File: src/nearest_landmark_association_assert.svh
// Assertion macros for the nearest landmark association block.
// Used by the top level only; clk and rst_n must be in scope at each use.
`ifndef NEAREST_LANDMARK_ASSOCIATION_ASSERT_SVH
`define NEAREST_LANDMARK_ASSOCIATION_ASSERT_SVH
`ifndef SYNTHESIS
`define NLA_ASSERT(lbl, prop, msg) \
    lbl: assert property (@(posedge clk) disable iff (!rst_n) prop) else $error(msg);
`define NLA_NEVER(lbl, cond, msg) \
    lbl: assert property (@(posedge clk) disable iff (!rst_n) !(cond)) else $error(msg);
`else
`define NLA_ASSERT(lbl, prop, msg)
`define NLA_NEVER(lbl, cond, msg)
`endif
`endif

File: src/nla_pkg.sv
// Shared types and constants of the nearest landmark association block.
// No dependencies; used by nla_dist, nearest_landmark_association and the testbench.
`default_nettype none

package nla_pkg;

    localparam int MAX_MARKS_DEF = 64;

    localparam int COORD_W = 24;
    localparam int TAG_W   = 16;
    localparam int SQ_W    = 2 * COORD_W;
    localparam int SUM_W   = SQ_W + 1;
    localparam int DIST_W  = 50;

    localparam logic [1:0] ACT_CLEAR  = 2'd0;
    localparam logic [1:0] ACT_APPEND = 2'd1;
    localparam logic [1:0] ACT_QUERY  = 2'd2;

    localparam logic [1:0] ST_FOUND = 2'd0;
    localparam logic [1:0] ST_EMPTY = 2'd1;
    localparam logic [1:0] ST_FULL  = 2'd2;

    typedef struct packed {
        logic signed [COORD_W-1:0] x;
        logic signed [COORD_W-1:0] y;
        logic [TAG_W-1:0]          tag;
    } nla_entry_t;

    // one landmark travelling into the distance unit
    typedef struct packed {
        logic       valid;
        logic       first;
        logic       last;
        nla_entry_t entry;
    } nla_probe_t;

    // one squared distance leaving the distance unit
    typedef struct packed {
        logic             valid;
        logic             first;
        logic             last;
        logic [TAG_W-1:0] tag;
        logic [SUM_W-1:0] sq_sum;
    } nla_dist_t;

endpackage

`default_nettype wire

File: src/nla_dist.sv
// Three-stage squared Euclidean distance unit: abs difference, squares, sum.
// Depends on nla_pkg for the probe and result structs.
`default_nettype none

module nla_dist
(
    input  wire logic                              clk,
    input  wire logic                              rst_n,
    input  wire nla_pkg::nla_probe_t               probe,
    input  wire logic signed [nla_pkg::COORD_W-1:0] obs_x,
    input  wire logic signed [nla_pkg::COORD_W-1:0] obs_y,
    output nla_pkg::nla_dist_t                     result
);

    localparam int CW = nla_pkg::COORD_W;

    logic signed [CW:0]          diff_x;
    logic signed [CW:0]          diff_y;
    logic signed [CW:0]          neg_x;
    logic signed [CW:0]          neg_y;
    logic [CW-1:0]               abs_x;
    logic [CW-1:0]               abs_y;

    logic                        a_valid_reg;
    logic                        a_first_reg;
    logic                        a_last_reg;
    logic [nla_pkg::TAG_W-1:0]   a_tag_reg;
    logic [CW-1:0]               a_x_reg;
    logic [CW-1:0]               a_y_reg;

    logic                        b_valid_reg;
    logic                        b_first_reg;
    logic                        b_last_reg;
    logic [nla_pkg::TAG_W-1:0]   b_tag_reg;
    logic [nla_pkg::SQ_W-1:0]    b_sqx_reg;
    logic [nla_pkg::SQ_W-1:0]    b_sqy_reg;

    logic                        c_valid_reg;
    logic                        c_first_reg;
    logic                        c_last_reg;
    logic [nla_pkg::TAG_W-1:0]   c_tag_reg;
    logic [nla_pkg::SUM_W-1:0]   c_sum_reg;

    // widen by one bit so the difference cannot overflow
    assign diff_x = {probe.entry.x[CW-1], probe.entry.x} - {obs_x[CW-1], obs_x};
    assign diff_y = {probe.entry.y[CW-1], probe.entry.y} - {obs_y[CW-1], obs_y};
    assign neg_x  = -diff_x;
    assign neg_y  = -diff_y;
    assign abs_x  = diff_x[CW] ? neg_x[CW-1:0] : diff_x[CW-1:0];
    assign abs_y  = diff_y[CW] ? neg_y[CW-1:0] : diff_y[CW-1:0];

    always_ff @(posedge clk or negedge rst_n)
    begin
        if (!rst_n)
        begin
            a_valid_reg <= 1'b0;
            b_valid_reg <= 1'b0;
            c_valid_reg <= 1'b0;
        end
        else
        begin
            a_valid_reg <= probe.valid;
            b_valid_reg <= a_valid_reg;
            c_valid_reg <= b_valid_reg;
        end
    end

    always_ff @(posedge clk)
    begin
        a_first_reg <= probe.first;
        a_last_reg  <= probe.last;
        a_tag_reg   <= probe.entry.tag;
        a_x_reg     <= abs_x;
        a_y_reg     <= abs_y;

        b_first_reg <= a_first_reg;
        b_last_reg  <= a_last_reg;
        b_tag_reg   <= a_tag_reg;
        b_sqx_reg   <= a_x_reg * a_x_reg;
        b_sqy_reg   <= a_y_reg * a_y_reg;

        c_first_reg <= b_first_reg;
        c_last_reg  <= b_last_reg;
        c_tag_reg   <= b_tag_reg;
        c_sum_reg   <= {1'b0, b_sqx_reg} + {1'b0, b_sqy_reg};
    end

    assign result.valid  = c_valid_reg;
    assign result.first  = c_first_reg;
    assign result.last   = c_last_reg;
    assign result.tag    = c_tag_reg;
    assign result.sq_sum = c_sum_reg;

endmodule

`default_nettype wire

File: config.mk
export PLATFORM = sky130hd
export DESIGN_NAME = nla_dist
export DESIGN_NICKNAME = d
export VERILOG_FILES = /design/src/nearest_landmark_association_assert.svh /design/src/nla_pkg.sv /design/src/nla_dist.sv
export SDC_FILE = /design/constraint.sdc
export NUM_CORES = 2
export LEC_CHECK = 0
export ABC_AREA = 1
export BUFFER_PORTS_ARGS = -buffer_cell sky130_fd_sc_hd__buf_2
export CAP_MARGIN = 10
export CORE_AREA = 2 2 294 296
export DETAILED_ROUTE_END_ITERATION = 6
export DIE_AREA = 0 0 296 298
export GPL_ROUTABILITY_DRIVEN = 0
export HOLD_SLACK_MARGIN = 0.12
export PLACE_DENSITY = 0.72
export SLEW_MARGIN = 20
export SYNTH_ARGS = -nofsm -noshare
export SYNTH_HDL_FRONTEND = slang
export SYNTH_SLANG_ARGS = --single-unit
File: constraint.sdc
create_clock -name clk -period 15.4 [get_ports clk]
set_clock_uncertainty 0.1 [all_clocks]
set_input_delay 2.31 -clock clk [delete_from_list [all_inputs] [get_ports clk]]
set_output_delay 2.31 -clock clk [all_outputs]
set_load 0.1 [all_outputs]
## Word level (Yosys, flattened, before mapping)

Index checks and enable logic that the tools add are counted.

| storage, ports and cells | value |
|---|---|
| input bits | 117 |
| output and inout port bits | 68 |
| word-level logic and storage cells | 26 |
| flip-flop bits (word level) | 250 |

| operators by class | value |
|---|---|
| mux-type cells | 2 |
| multipliers | 2 |
| $add $sub $neg | 5 |

Operators with widths:

| kind | count |
|---|---|
| $mul 24x24->48 | 2 |
| $sub 24x24->25 | 2 |
| $add 48x48->49 | 1 |
| $mux 24 | 2 |
| $neg 24->24 | 2 |

## Logic depth before layout (Yosys ltp)

| depth | value |
|---|---|
| depth after elaboration | 3 |
| gate-level depth with buffers | 29 |

## Worst setup path before layout

Ideal clock, no wire load.

| timing path | value |
|---|---|
| path kind | reg-to-reg |
| from | register a_y_reg[14] |
| to | register b_sqy_reg[43] (netlist name) |
| required time | 15.179 ns |
| buffers on the path | 1 |
| slack | 9.141 ns |
| period minus slack after synthesis | 6.259 ns |
| arrival | 6.038 ns |
| cell stages (with the launch flop) | 26 |
| cells stage by stage | dfxtp_1 -> clkbuf_1 -> nand2_1 -> fa_1 -> inv_1 -> fa_1 -> inv_1 -> fa_1 -> inv_1 -> fa_1 -> inv_1 -> fa_1 -> inv_1 -> fa_1 -> inv_1 -> fa_1 -> inv_1 -> ha_1 -> a21oi_1 -> o21ai_0 -> nor2_1 -> o21ai_0 -> a21oi_1 -> o21bai_1 -> a21oi_1 -> xnor2_1 |

| on the way | value |
|---|---|
| cells in the longest elaborated chain, start to end | 1 |

Ends and longest elaborated chain:

| what | line | text |
|---|---|---|
| start, declared | nla_dist.sv:29 | `logic [CW-1:0] a_y_reg;` |
| start signal, assigned | nla_dist.sv:74 | `a_y_reg <= abs_y;` |
| $mul 24x24->48 | nla_dist.sv:80 | `b_sqy_reg <= a_y_reg * a_y_reg;` |
| end signal, assigned | nla_dist.sv:80 |  |
| end, declared | nla_dist.sv:36 | `logic [nla_pkg::SQ_W-1:0] b_sqy_reg;` |

Every way passes these cells.

## Worst setup path after layout

| timing path | value |
|---|---|
| from | register a_x_reg[20] |
| to | register b_sqx_reg[42] (netlist name) |

| on the way | value |
|---|---|
| cells in the longest elaborated chain, start to end | 1 |

Ends and longest elaborated chain:

| what | line | text |
|---|---|---|
| start, declared | nla_dist.sv:28 | `logic [CW-1:0] a_x_reg;` |
| start signal, assigned | nla_dist.sv:73 | `a_x_reg <= abs_x;` |
| $mul 24x24->48 | nla_dist.sv:79 | `b_sqx_reg <= a_x_reg * a_x_reg;` |
| end signal, assigned | nla_dist.sv:79 |  |
| end, declared | nla_dist.sv:35 | `logic [nla_pkg::SQ_W-1:0] b_sqx_reg;` |

Every way passes these cells.

==> impl_results.rst <==
.. list-table::
   :header-rows: 1

   * - Metric
     - Value
   * - RSZ-0062 raised after global routing
     - no
   * - Relative area change from synthesis to final layout
     - 6.89%
   * - Register bit count reported by yosys
     - 248
   * - Clock transition time at the flip-flop clock pins of the worst setup and hold paths
     - 0.07 ns
   * - Worst Setup End Kind
     - register
   * - Count of buffers added by post-CTS timing repair for setup
     - 0
   * - Post-CTS resize count
     - 0
   * - Vias
     - 36000
   * - Die ar.
     - 88200 um2
   * - Cell at the root of the clock tree
     - sky130_fd_sc_hd__clkbuf_16
   * - Path type of the worst min-delay path
     - reg -> reg
   * - Fmax
     - 0.139 GHz
   * - Insertion delay to the later sink of the worst-skew pair
     - 0.60 ns
   * - Number of enable flip-flop cells after synthesis
     - 0
   * - Global-route usage over all layers
     - 25.4%
   * - Final setup violation count
     - 0
   * - Cell area after technology mapping
     - 46500 um2
   * - Via/cell ratio
     - 5.00
   * - Antenna violations before repair
     - 0
   * - Number of placed instances with taps included
     - 7139
   * - Critical path data arrival time
     - 7.57 ns
   * - Gr ovfl total
     - 0
   * - Final-report max-slew violation count
     - 0
   * - Port buffer count
     - 184
   * - Synthesis warning total
     - 0
   * - Max transition margin
     - 25.2%
   * - Core region area
     - 84900 um2
   * - Distinct cells, synth
     - 56
   * - Remaining antenna violation count
     - 0
   * - Slack of the worst reg-to-reg path
     - 8.19 ns
   * - Most area-hungry cell type in the Yosys netlist
     - sky130_fd_sc_hd__fa_1
   * - Clock Path Buffers
     - 3
   * - Number of top-level design ports
     - 185
   * - Final layout net count
     - 7442
   * - Post-synthesis instance total
     - 5885
   * - Cell types with the largest area share after synthesis
     - sky130_fd_sc_hd__fa_1 36%, sky130_fd_sc_hd__inv_1 14%, sky130_fd_sc_hd__ha_1 12%
   * - Largest fanout on the critical path
     - 24
   * - Final period utilization
     - 46.8%
   * - Number of buffers created by CTS
     - 29
   * - Die Span Y
     - 298 um
   * - Most used flip-flop cell after synthesis
     - sky130_fd_sc_hd__dfxtp_1
   * - Post-layout min period
     - 7.21 ns
   * - First-pass GRT wire length
     - 183 mm
   * - Top cell types by occurrence after synthesis
     - 1791 x sky130_fd_sc_hd__inv_1, 1186 x sky130_fd_sc_hd__nand2_1, 845 x sky130_fd_sc_hd__fa_1, 454 x sky130_fd_sc_hd__ha_1, 277 x sky130_fd_sc_hd__nor2_1
   * - Required time at the endpoint of the critical path
     - 15.76 ns
   * - Async SR Flop Fraction
     - 1.21%
   * - Number of levels in the clock H-tree
     - 1
   * - Final HPWL DP
     - 92.1 mm
   * - Fraction of post-synthesis cell area in the top cell type by area
     - 36.4%
   * - Number of global-route vias before repair
     - 37600
   * - Routed length per instance
     - 15.0 um
   * - Slew at the pin with the worst max-slew slack
     - 1.12 ns
   * - Rows
     - 107
   * - Average footprint of a synthesized cell
     - 7.90 um2
   * - Layout filler cell count
     - 7833
   * - Detailed Route Iter0 Violations
     - 2172
   * - Final Hold Violating Endpoints
     - 0
   * - Summed negative setup slack over all endpoints
     - 0 ns
   * - Number of antenna cells inserted
     - 0
   * - Fraction of layout instances using a drive strength above 1
     - 6.68%
   * - Status
     - finished clean
   * - Clock tree from TritonCTS
     - built
   * - Post-synthesis net count
     - 7301
   * - Number of cells in the finished layout apart from fillers
     - 7192
   * - Startpoint-to-endpoint class of the critical path
     - reg -> reg
   * - Cts-stage hold buffer count
     - 0
   * - Pin count of the biggest net entering global routing
     - 27
   * - Number of clock sinks
     - 248
   * - Proportion of synthesized chip area in sequential cells
     - 10.7%
   * - Width of the die
     - 296 um
   * - Starting utilization of the core area
     - 54.8%
   * - Startpoint kind of the worst setup timing path
     - register
   * - Max-Cap Viols
     - 0
   * - Total routed wirelength
     - 108 mm
   * - Number of flip-flops under the largest register name
     - 49
   * - Dominant cell by count in the synthesized netlist
     - sky130_fd_sc_hd__inv_1
   * - First-pass iteration count of the detailed router
     - 6
   * - Residual DRC
     - 0
==> cell usage in the layout, fill, tap and decap left out, types with 16 or more instances in the layout <==
master                      count
sky130_fd_sc_hd__nor2_1       277
sky130_fd_sc_hd__o21bai_1      17
sky130_fd_sc_hd__o21a_1        16
sky130_fd_sc_hd__a31oi_1       38
sky130_fd_sc_hd__buf_4         32
sky130_fd_sc_hd__inv_2         18
sky130_fd_sc_hd__nand3_1      115
sky130_fd_sc_hd__nand4_1       35
sky130_fd_sc_hd__nand2_2       43
sky130_fd_sc_hd__nor2_4        16
sky130_fd_sc_hd__xnor2_1       71
sky130_fd_sc_hd__buf_2        184
sky130_fd_sc_hd__fa_1         845
sky130_fd_sc_hd__nor3_1        19
sky130_fd_sc_hd__a21oi_1      223
sky130_fd_sc_hd__nand2_1     1186
sky130_fd_sc_hd__inv_1       1791
sky130_fd_sc_hd__o21ai_0      117
sky130_fd_sc_hd__xor2_1       120
sky130_fd_sc_hd__ha_1         454
sky130_fd_sc_hd__dfxtp_1      235
sky130_fd_sc_hd__nor2_2        17
sky130_fd_sc_hd__clkbuf_16     29
==> per-stage QoR <==
step	worst slack [ns]	hold slack (ns)	utilization [%]	area, um2
2_1_floorplan	9.14	0.210	-	46500
3_3_place_gp	8.23	0.210	57.3	48600
3_5_place_dp	8.21	0.212	57.3	48600
4_1_cts	8.08	0.226	58.5	49700
5_1_grt	7.83	0.227	58.5	49700
6_report	8.19	0.226	58.5	49700
==> critical path, stage by stage (launching register included) <==
cell and delay (ns):
sky130_fd_sc_hd__dfxtp_1 1.03, sky130_fd_sc_hd__nand2_1 0.26, sky130_fd_sc_hd__fa_1 0.59, sky130_fd_sc_hd__inv_1 0.05, sky130_fd_sc_hd__fa_1 0.50, sky130_fd_sc_hd__fa_1 0.54
sky130_fd_sc_hd__inv_1 0.05, sky130_fd_sc_hd__fa_1 0.50, sky130_fd_sc_hd__inv_1 0.05, sky130_fd_sc_hd__fa_1 0.44, sky130_fd_sc_hd__fa_1 0.51, sky130_fd_sc_hd__inv_1 0.05
sky130_fd_sc_hd__fa_1 0.47, sky130_fd_sc_hd__inv_1 0.04, sky130_fd_sc_hd__ha_1 0.38, sky130_fd_sc_hd__nand2_1 0.12, sky130_fd_sc_hd__nor2_1 0.14, sky130_fd_sc_hd__inv_1 0.09
sky130_fd_sc_hd__nor4_1 0.46, sky130_fd_sc_hd__o21ai_0 0.21, sky130_fd_sc_hd__nand3_1 0.22, sky130_fd_sc_hd__a21oi_1 0.11, sky130_fd_sc_hd__xnor2_1 0.15
==> cell type report <==
cell class                      count  area, um2  area share [%]
Clock buffer                       35        798            1.61
Clock inverter                     18        220           0.443
Inverter                         1811       6800            13.7
Multi-Input combinational cell   3720      34300            69.0
Sequential cell                   248       4990            10.1
Tap cell                         1144       1430            2.88
Timing Repair Buffer              216       1160            2.34
==> cells by family after synthesis <==
logic type / after synthesis / synth area share (%)
buffers and inverters: 1917 / 15.5
AO/OA/AOI/OAI: 462 / 5.53
adder cells (fa/ha/maj): 1299 / 48.6
flip-flops: 248 / 10.7
AND/OR/NAND/NOR: 1766 / 15.9
XOR/XNOR: 193 / 3.67
==> metal layers <==
layer  share of wire, %  track usage, %  vias to the layer above
met2                 48            43.6                      998
met4                2.4            5.96                        0
met5                  0               0                        -
met3                5.4            2.13                      154
li1                   -               -                    17400
met1                 44            34.8                    17400
==> path summary, 6_finish.rpt <==
path	from	to	cells past startpoint
setup / recovery	a_x_reg[20]	b_sqx_reg[42]	22
hold / removal	b_last_reg	c_last_reg	0
setup reg to reg	a_x_reg[20]	b_sqx_reg[42]	22
hold reg to reg	b_last_reg	c_last_reg	0
max in group asynchronous	rst_n	b_valid_reg	1
min in group asynchronous	rst_n	c_valid_reg	1
Power is left out: the tool's default activity adds up to more than one toggle a clock period on the data nets, which glitch-free logic cannot reach.
